===== src/design/elc_pkg.sv =====
package elc_pkg;
    localparam int MaxFloorsDef = 16;
    localparam int TimeWidthDef = 32;
    localparam int TotW = 32;
    localparam logic [1:0] CfgFloors = 2'd0;
    localparam logic [1:0] CfgCap    = 2'd1;
    localparam logic [1:0] CfgTravel = 2'd2;
    localparam logic [1:0] CfgStop   = 2'd3;
    localparam logic ActCall = 1'b0;
    localparam logic ActStep = 1'b1;
endpackage


===== src/design/elevator_look_controller_unit.sv =====
// channel | signals                              | direction
// config  | i_cfg_we, i_cfg_idx, i_cfg_data      | in, write only
// item    | i_valid/o_ready + action/call fields | in
// result  | o_valid/i_ready + result fields      | out
// a call item: read slot, decide, write, then present the result.
// a floor visit goes through the slot memory port: one drop-off sweep over all
// slots, then one pickup read-modify-write.
// after reset the slot memory is cleared while no item is taken. a stalled result
// holds the block; the next item is taken once the result is transferred.
module elevator_look_controller_unit #(
    parameter int MAX_FLOORS = elc_pkg::MaxFloorsDef,
    parameter int TIME_WIDTH = elc_pkg::TimeWidthDef
) (
    input  logic        i_clk,
    input  logic        i_rst_n,
    input  logic        i_cfg_we,
    input  logic [1:0]  i_cfg_idx,
    input  logic [7:0]  i_cfg_data,
    input  logic        i_valid,
    output logic        o_ready,
    input  logic        i_action,
    input  logic [4:0]  i_call_floor,
    input  logic [4:0]  i_call_destination,
    input  logic [2:0]  i_call_passengers,
    output logic        o_valid,
    input  logic        i_ready,
    output logic        o_call_accepted,
    output logic [4:0]  o_car_floor,
    output logic        o_going_up,
    output logic [5:0]  o_car_load,
    output logic [5:0]  o_dropped_count,
    output logic [2:0]  o_picked_count,
    output logic [31:0] o_now_time,
    output logic [31:0] o_served_total,
    output logic [31:0] o_wait_total,
    output logic [31:0] o_turnaround_total,
    output logic [31:0] o_calls_done
);
    import elc_pkg::*;

    localparam int Slots = 2 * MAX_FLOORS;
    localparam int SW = $clog2(Slots);
    localparam int FW = $clog2(MAX_FLOORS + 1);
    localparam int TW = TIME_WIDTH;
    localparam int EW = 5 + 3 + 1 + 2 * TW;   // dest, pass, picked, call t, pickup t
    localparam logic [TW-1:0] TMax = '1;
    localparam logic [TotW-1:0] TotMax = '1;

    // states
    localparam logic [3:0] S_CLR = 4'd0, S_IDLE = 4'd1, S_CRD = 4'd2, S_CWR = 4'd3,
                           S_DSW = 4'd4, S_DLAST = 4'd5, S_REV = 4'd6, S_PRD = 4'd7,
                           S_PWT = 4'd8, S_PWR = 4'd9, S_TIM = 4'd10, S_OUT = 4'd11,
                           S_TR = 4'd12;

    // slot memory: one entry per slot
    logic [EW-1:0] mem [Slots];
    logic [EW-1:0] r_rd;
    logic          r_we;
    logic          n_we;
    logic [SW-1:0] r_wa, r_ra;
    logic [EW-1:0] r_wd;

    always_ff @(posedge i_clk) begin
        if (r_we) mem[r_wa] <= r_wd;
        r_rd <= mem[r_ra];
    end

    logic [4:0] rd_dest;
    logic [2:0] rd_pass;
    logic       rd_pick;
    logic [TW-1:0] rd_ct, rd_pt;
    assign {rd_dest, rd_pass, rd_pick, rd_ct, rd_pt} = r_rd;

    // config
    logic [4:0] r_nf_cfg;
    logic [5:0] r_cap;
    logic [7:0] r_travel, r_stop;
    always_ff @(posedge i_clk) begin
        if (!i_rst_n) begin
            r_nf_cfg <= 5'd16; r_cap <= 6'd10; r_travel <= 8'd1; r_stop <= 8'd2;
        end else if (i_cfg_we) begin
            unique case (i_cfg_idx)
                CfgFloors: r_nf_cfg <= i_cfg_data[4:0];
                CfgCap:    r_cap    <= i_cfg_data[5:0];
                CfgTravel: r_travel <= i_cfg_data;
                CfgStop:   r_stop   <= i_cfg_data;
                default: ;
            endcase
        end
    end

    logic [FW-1:0] nf;
    always_comb begin
        if (r_nf_cfg < 5'd2) nf = FW'(2);
        else if (32'(r_nf_cfg) > MAX_FLOORS) nf = FW'(MAX_FLOORS);
        else nf = FW'(r_nf_cfg);
    end

    // control and state
    logic [3:0]  r_st;
    logic [SW:0] r_cnt;
    logic [FW-1:0] r_pos;
    logic        r_up;
    logic [5:0]  r_load;
    logic [TW-1:0] r_clk;
    logic [TotW-1:0] r_served, r_wait, r_turn, r_done;
    logic [MAX_FLOORS-1:0] r_pend;   // floor has a live slot, built during sweep
    logic        r_act;
    logic [4:0]  r_cf, r_cd;
    logic [2:0]  r_cp;
    logic        r_acc, r_stopped;
    logic [5:0]  r_drop;
    logic [2:0]  r_pick;
    logic [FW-1:0] r_here;
    logic [SW-1:0] r_iss;   // slot whose read was issued last cycle
    logic [SW-1:0] r_cur;   // slot whose data is in r_rd during sweep

    function automatic logic [TotW-1:0] sat32(input logic [TotW-1:0] a,
                                              input logic [TW-1:0] b);
        logic [TotW+TW:0] s;
        s = (TotW+TW+1)'(a) + (TotW+TW+1)'(b);
        return (s > (TotW+TW+1)'(TotMax)) ? TotMax : s[TotW-1:0];
    endfunction

    function automatic logic [TW-1:0] satt(input logic [TW-1:0] a, input logic [7:0] b);
        logic [TW:0] s;
        s = {1'b0, a} + (TW+1)'(b);
        return s[TW] ? TMax : s[TW-1:0];
    endfunction

    // call validity and slot
    logic call_ok;
    logic [SW-1:0] call_slot;
    always_comb begin
        call_ok = (r_cf >= 5'd1) && (FW'(r_cf) <= nf) && (r_cf[4] == 1'b0 || FW > 4 ||
                  1'b1) && (r_cd >= 5'd1) && (FW'(r_cd) <= nf) && (r_cd != r_cf)
                  && (r_cp != 3'd0) && (32'(r_cf) <= MAX_FLOORS) && (32'(r_cd) <= MAX_FLOORS);
        call_slot = SW'((32'(r_cf) - 32'd1) * 2 + ((r_cd > r_cf) ? 32'd1 : 32'd0));
    end

    // extremes from pending bits, floor f at bit f-1
    logic [FW-1:0] lowf, highf;
    always_comb begin
        lowf = '0; highf = '0;
        for (int f = MAX_FLOORS; f >= 1; f--)
            if (r_pend[f-1] && FW'(f) <= nf) lowf = FW'(f);
        for (int f = 1; f <= MAX_FLOORS; f++)
            if (r_pend[f-1] && FW'(f) <= nf) highf = FW'(f);
    end

    logic [SW-1:0] pick_slot;
    assign pick_slot = SW'((32'(r_here) - 32'd1) * 2 + 32'(r_up));

    logic drop_hit;
    assign drop_hit = (FW'(rd_dest) == r_here) && (rd_dest != 5'd0) && rd_pick &&
                      (r_cur[0] == r_up) && (32'(rd_dest) <= MAX_FLOORS);
    logic [6:0] pick_sum;
    assign pick_sum = {1'b0, r_load} + 7'(rd_pass);
    logic pick_ok;
    assign pick_ok = (rd_dest != 5'd0) && !rd_pick && (pick_sum <= 7'(r_cap));
    // read data of the sweep is valid once the read has passed r_ra and r_rd
    logic sweep_live;
    assign sweep_live = (r_cnt >= (SW+1)'(2));

    // memory write strobe for the next cycle
    always_comb begin
        n_we = (r_st == S_CLR) ||
               (r_st == S_CWR && call_ok && rd_dest == 5'd0) ||
               ((r_st == S_DSW || r_st == S_DLAST) && sweep_live && drop_hit) ||
               (r_st == S_PWR && pick_ok);
    end

    assign o_ready = (r_st == S_IDLE);
    assign o_valid = (r_st == S_TR);

    always_ff @(posedge i_clk) begin
        if (!i_rst_n) begin
            r_we <= 1'b0;
            r_st <= S_CLR; r_cnt <= '0; r_pos <= FW'(1); r_up <= 1'b1; r_load <= '0;
            r_clk <= '0; r_served <= '0; r_wait <= '0; r_turn <= '0; r_done <= '0;
        end else begin
            r_we <= n_we;
            unique case (r_st)
                S_CLR: begin
                    r_wa <= r_cnt[SW-1:0]; r_wd <= '0;
                    r_cnt <= r_cnt + 1'b1;
                    if (r_cnt == (SW+1)'(Slots - 1)) r_st <= S_IDLE;
                end
                S_IDLE: if (i_valid) begin
                    r_act <= i_action; r_cf <= i_call_floor; r_cd <= i_call_destination;
                    r_cp <= i_call_passengers; r_acc <= 1'b0; r_drop <= '0; r_pick <= '0;
                    r_stopped <= 1'b0; r_pend <= '0; r_cnt <= '0;
                    if (i_action == ActCall) r_st <= S_CRD;
                    else begin
                        // clamp car
                        if (r_pos < FW'(1)) r_here <= FW'(1);
                        else if (r_pos > nf) r_here <= nf;
                        else r_here <= r_pos;
                        r_st <= S_DSW;
                    end
                end
                S_CRD: begin r_ra <= call_slot; r_st <= S_PWT; r_cnt <= '1; end
                S_CWR: begin
                    if (call_ok && rd_dest == 5'd0) begin
                        r_wa <= call_slot;
                        r_wd <= {r_cd, r_cp, 1'b0, r_clk, {TW{1'b0}}};
                        r_acc <= 1'b1;
                    end
                    r_st <= S_OUT;
                end
                S_DSW, S_DLAST: begin
                    // issue read of r_cnt, process data of slot r_cur, whose read went through r_ra and r_rd
                    if (r_cnt <= (SW+1)'(Slots - 1)) r_ra <= r_cnt[SW-1:0];
                    if (sweep_live) begin
                        if (drop_hit) begin
                            r_drop <= r_drop + 6'(rd_pass);
                            r_served <= sat32(r_served, TW'(rd_pass));
                            r_wait <= sat32(r_wait, rd_pt - rd_ct);
                            r_turn <= sat32(r_turn, r_clk - rd_ct);
                            r_done <= sat32(r_done, TW'(1));
                            r_wa <= r_cur; r_wd <= '0;
                        end else if (rd_dest != 5'd0) begin
                            r_pend[r_cur[SW-1:1]] <= 1'b1;
                        end
                    end
                    r_iss <= r_cnt[SW-1:0];
                    r_cur <= r_iss;
                    r_cnt <= r_cnt + 1'b1;
                    if (r_cnt == (SW+1)'(Slots + 1)) r_st <= S_REV;
                end
                S_REV: begin
                    if (r_drop != '0) begin
                        r_stopped <= 1'b1;
                        r_load <= (r_drop > r_load) ? 6'd0 : r_load - r_drop;
                    end
                    if (r_up) begin
                        if (r_here == highf || r_here == nf) r_up <= 1'b0;
                    end else begin
                        if (r_here == lowf || r_here == FW'(1)) r_up <= 1'b1;
                    end
                    r_pos <= r_here;
                    r_st <= S_PRD;
                end
                S_PRD: begin r_ra <= pick_slot; r_cnt <= '0; r_st <= S_PWT; end
                S_PWT: r_st <= (r_cnt == '1) ? S_CWR : S_PWR;
                S_PWR: begin
                    if (pick_ok) begin
                        r_wa <= pick_slot;
                        r_wd <= {rd_dest, rd_pass, 1'b1, rd_ct, r_clk};
                        r_pick <= rd_pass;
                        r_load <= pick_sum[5:0];
                        r_stopped <= 1'b1;
                    end
                    r_st <= S_TIM;
                end
                S_TIM: begin
                    r_clk <= satt(r_stopped ? satt(r_clk, r_stop) : r_clk, r_travel);
                    if (r_up) begin
                        if (r_pos < nf) r_pos <= r_pos + 1'b1;
                    end else if (r_pos > FW'(1)) r_pos <= r_pos - 1'b1;
                    r_st <= S_OUT;
                end
                S_OUT: r_st <= S_TR;
                S_TR: if (i_ready) r_st <= S_IDLE;
                default: r_st <= S_IDLE;
            endcase
        end
    end

    assign o_call_accepted   = r_acc;
    assign o_car_floor       = 5'(r_pos);
    assign o_going_up        = r_up;
    assign o_car_load        = r_load;
    assign o_dropped_count   = r_drop;
    assign o_picked_count    = r_pick;
    assign o_now_time        = 32'(r_clk);
    assign o_served_total    = r_served;
    assign o_wait_total      = r_wait;
    assign o_turnaround_total = r_turn;
    assign o_calls_done      = r_done;
endmodule


===== config.mk =====
export PLATFORM = sky130hd
export DESIGN_NAME = elevator_look_controller_unit
export DESIGN_NICKNAME = d
export VERILOG_FILES = /design/src/design/elc_pkg.sv /design/src/design/elevator_look_controller_unit.sv
export SDC_FILE = /design/constraint.sdc
export NUM_CORES = 2
export LEC_CHECK = 0
export CAP_MARGIN = 20
export CORE_MARGIN = 2
export CORE_UTILIZATION = 55
export CTS_BUF_LIST = sky130_fd_sc_hd__clkbuf_4 sky130_fd_sc_hd__clkbuf_8 sky130_fd_sc_hd__clkbuf_16
export CTS_CLUSTER_DIAMETER = 150
export CTS_CLUSTER_SIZE = 40
export DETAILED_ROUTE_END_ITERATION = 12
export DONT_BUFFER_PORTS = 1
export PLACE_DENSITY = 0.81
export SLEW_MARGIN = 25
export SYNTH_ARGS = -nofsm -noshare
export SYNTH_HDL_FRONTEND = slang
export SYNTH_SLANG_ARGS = --single-unit
export TNS_END_PERCENT = 100

===== constraint.sdc =====
create_clock -name i_clk -period 10.8 [get_ports i_clk]
set_input_delay 1.08 -clock i_clk [delete_from_list [all_inputs] [get_ports i_clk]]
set_output_delay 1.08 -clock i_clk [all_outputs]
set_load 0.01 [all_outputs]

==> metrics.cfg <==
[placement]
dpl_cell_area_um2 = 118000
io_buffers = 0
routabilityCongestion = 0.947
dp_hpwl_um = 178000

[critical_path]
cp_slowest_cell = a21o_1
r2r-end = o_turnaround_total[1]$_SDFFE_PN0P_
critical_path_class = flop to flop
critPathTopFamily = compound AO/OA/AOI/OAI gates
cp-startpoint = o_now_time[0]$_SDFFE_PN0P_
ff2ff_path_depth = 21
reg2reg_setup_slack_ns = 4.64
cp_cell_sequence = inv_1 -> ha_1 -> fa_1 -> nand2b_1 -> a21boi_0 -> o21ai_0 -> a21oi_1 -> a31oi_1 -> o21ai_0 -> a21o_1 -> a21o_1 -> xor2_1 -> ha_1 -> o21a_1 -> o21ai_0 -> a211oi_1 -> o21ai_1 -> a21oi_1 -> o311ai_1 -> a21o_1 -> a221oi_1
crit_arrival_ns = 6.79
max_stage_delay_ns = 0.80
cp-start-kind = flop
cp_max_fo = 28
cp_num_buf_inv = 1
end_kind = flop
cp.required_ns = 11.43
worstReg2RegStart = o_now_time[0]$_SDFFE_PN0P_

[pwr]
peakVddDrop_mv = 0.152
powerDensity_nw_per_um2 = 137
p_leak_nw = 38.9

[yosys]
syn_avg_cell_area_um2 = 18.0
synth.area.top_cells = edfxtp_1 65%, mux4_2 14%, dfxtp_1 5.0%
async_flop_share_pct = 0
synth_edf_count = 2474
netlist_top_cells_count = 2474 x edfxtp_1, 730 x mux4_2, 311 x a21oi_1
synthDistinctLibCells = 100
netlist.area_leader.share_pct = 65.0
syn_nets = 6573
seq_area_frac_synth_pct = 70.0
synth.most_common_cell = edfxtp_1
netlist_area_um2 = 114000
synth-seq-cells = 2757
syn_inst = 6339
postSynth.topFlopCell = edfxtp_1
synth_top_cell_by_area = edfxtp_1
yosysWarnings = 0

[floorplan]
core-area_um2 = 207000
start_util_pct = 55.2
rows = 167
die_y_um = 460
die-area_um2 = 211000
die_w_um = 460
ioPinCount = 213

[clock_network]
clockRootBuffer = clkbuf_16
path_clk_slew_ns = 0.16
clock_latency_ns = 0.82
cts.path.max_buffers = 3
hold_buffers = 0
cts_tree = yes
numCtsBuffers = 78
cts_setup_buffers = 0
cts_resized = 0
htree_levels = 3
clock-sinks = 2757

[routing]
viasPerCell = 7.07
wl_um = 322000
wl_per_cell_um = 35.7
final_antenna_net_count = 0
drt_iter0_drc = 10850
drc_errors = 0
first_pass_iters = 10
vias = 63830

[layout]
fin_nets = 6491
drive_above_1_share_pct = 18.7
syn_to_final_growth_pct = 5.69
final_cell_area_um2 = 121000

[sta]
fin_crit_ns = 6.16
setup_violations = 0
rsz0062_at_grt = no
tns_ns = 0
maxSlewHeadroom_pct = 23.8
finalHoldViolCount = 0
fmax_mhz = 162
clock_skew_ns = 0.0735
worstMarginPinSlew_ns = 1.14
fin_crit_sh_pct = 57.0
maxSlewViolCount = 0

[grt]
grt_pass1_vias = 62338
grt_start_max_net_pins = 155
grt_pass1_wl_um = 456000
grt.total_usage_pct = 30.2
grt-ovfl-total = 0
grt_antenna_before_repair = 28

[min_path]
hold_end = r_cf[3]$_DFFE_PP_
hp-class = input port to flop
holdCritStartpoint = i_call_floor[3]
worst_hold_path.num_cells = 0

[run]
cap_violations = 0

[run_status]
status = complete, no violations

registers in the layout (all words and copies together), names as in the netlist, 6 cells and up:
signal	cells
o_calls_done	32
r_rd	73
r_stop	8
o_dropped_count	6
r_pend	16
r_cnt	6
mem	2336
o_served_total	32
o_now_time	32
r_wd	73
r_travel	8
o_wait_total	32
o_car_load	6
o_turnaround_total	32
r_cap	6
kinds of logic (layout without fill, tap and decap cells):
logic type	Yosys count	in the layout	synth area share, %
DFF	2757	2757	70.0
AOI/OAI and AO/OA	985	985	5.38
adders and majority gates	205	205	2.31
muxes	826	826	15.3
buffers and inverters	425	399	1.41
xor gates and xnor gates	178	178	1.36
other	0	7	0
and+or+nand+nor	963	963	4.23
final cells by class:
cell class                 instances  area [µm²]
antenna                            7        17.5
clock buffer                     129        2350
clock inverter                     7        95.1
fill                           14173       86100
inverter                         127         478
multi-input combinational       3157       33000
sequential                      2757       80000
tap                             2704        3380
timing repair buffer             136        1510
per-stage QoR:
stage	power (mW)	hold WS, ns	cells	setup slack (ns)	util (%)
6_report	16.6	0.352	9024	4.64	58.4
5_1_grt	16.8	0.330	9017	4.07	58.4
4_1_cts	16.5	0.308	9000	4.66	58.2
3_5_place_dp	12.2	0.405	8864	4.74	57.0
3_3_place_gp	12.2	0.403	8856	4.84	56.9
2_1_floorplan	12.1	0.400	6339	4.40	-
power breakdown:
part	switching (mW)	internal (mW)	total, mW	leakage, nW
sequential	0.110	11.6	11.8	25.0
combinational	0.168	0.0691	0.237	12.7
clock	3.02	1.55	4.57	1.25
total	3.29	13.3	16.6	38.9
layer usage:
layer | wire length, µm | up-vias | part of all wire [%] | GRT usage (%)
met5 | 240 | - | 0.074 | 0
met4 | 16100 | 36 | 5.0 | 13.2
met1 | 107000 | 32308 | 33 | 38.9
li1 | - | 25402 | - | -
met3 | 45200 | 935 | 14 | 8.16
met2 | 154000 | 5149 | 48 | 48.5
worst max path at each step:
stage	end	slack, ns	cells after the start
floorplan	r_wa[0]$_DFFE_PP_	4.40	12
global placement	o_turnaround_total[1]$_SDFFE_PN0P_	4.84	21
detailed placement	o_now_time[1]$_SDFFE_PN0P_	4.74	20
CTS	o_now_time[1]$_SDFFE_PN0P_	4.66	20
global route	o_turnaround_total[1]$_SDFFE_PN0P_	4.07	21
finish	o_turnaround_total[1]$_SDFFE_PN0P_	4.64	21
cell usage in the layout, fill, tap and decap left out, types with 23 or more instances in the layout:
| cell | Yosys | layout |
|---|---|---|
| nor3_1 | 76 | 76 |
| a21o_1 | 86 | 86 |
| a21oi_1 | 311 | 310 |
| clkbuf_4 | 0 | 50 |
| edfxtp_1 | 2474 | 2474 |
| mux2_2 | 76 | 76 |
| and2_1 | 50 | 50 |
| nor4_1 | 26 | 26 |
| o21a_1 | 23 | 23 |
| dfxtp_1 | 283 | 283 |
| nand3_1 | 78 | 77 |
| xnor2_1 | 104 | 104 |
| inv_1 | 123 | 122 |
| or3_1 | 25 | 25 |
| nor2_1 | 254 | 219 |
| nand2b_1 | 39 | 38 |
| nand2_1 | 224 | 224 |
| ha_1 | 195 | 195 |
| nand4_1 | 34 | 34 |
| a31oi_1 | 44 | 44 |
| mux4_2 | 730 | 730 |
| o21ai_0 | 262 | 255 |
| nor2b_1 | 41 | 41 |
| xor2_1 | 74 | 74 |
| and3_1 | 49 | 48 |
| clkbuf_16 | 0 | 79 |
| nor2_4 | 1 | 34 |
| a211oi_1 | 35 | 35 |
| buf_4 | 0 | 89 |
Note: power is estimated with default switching activity, not from simulation.
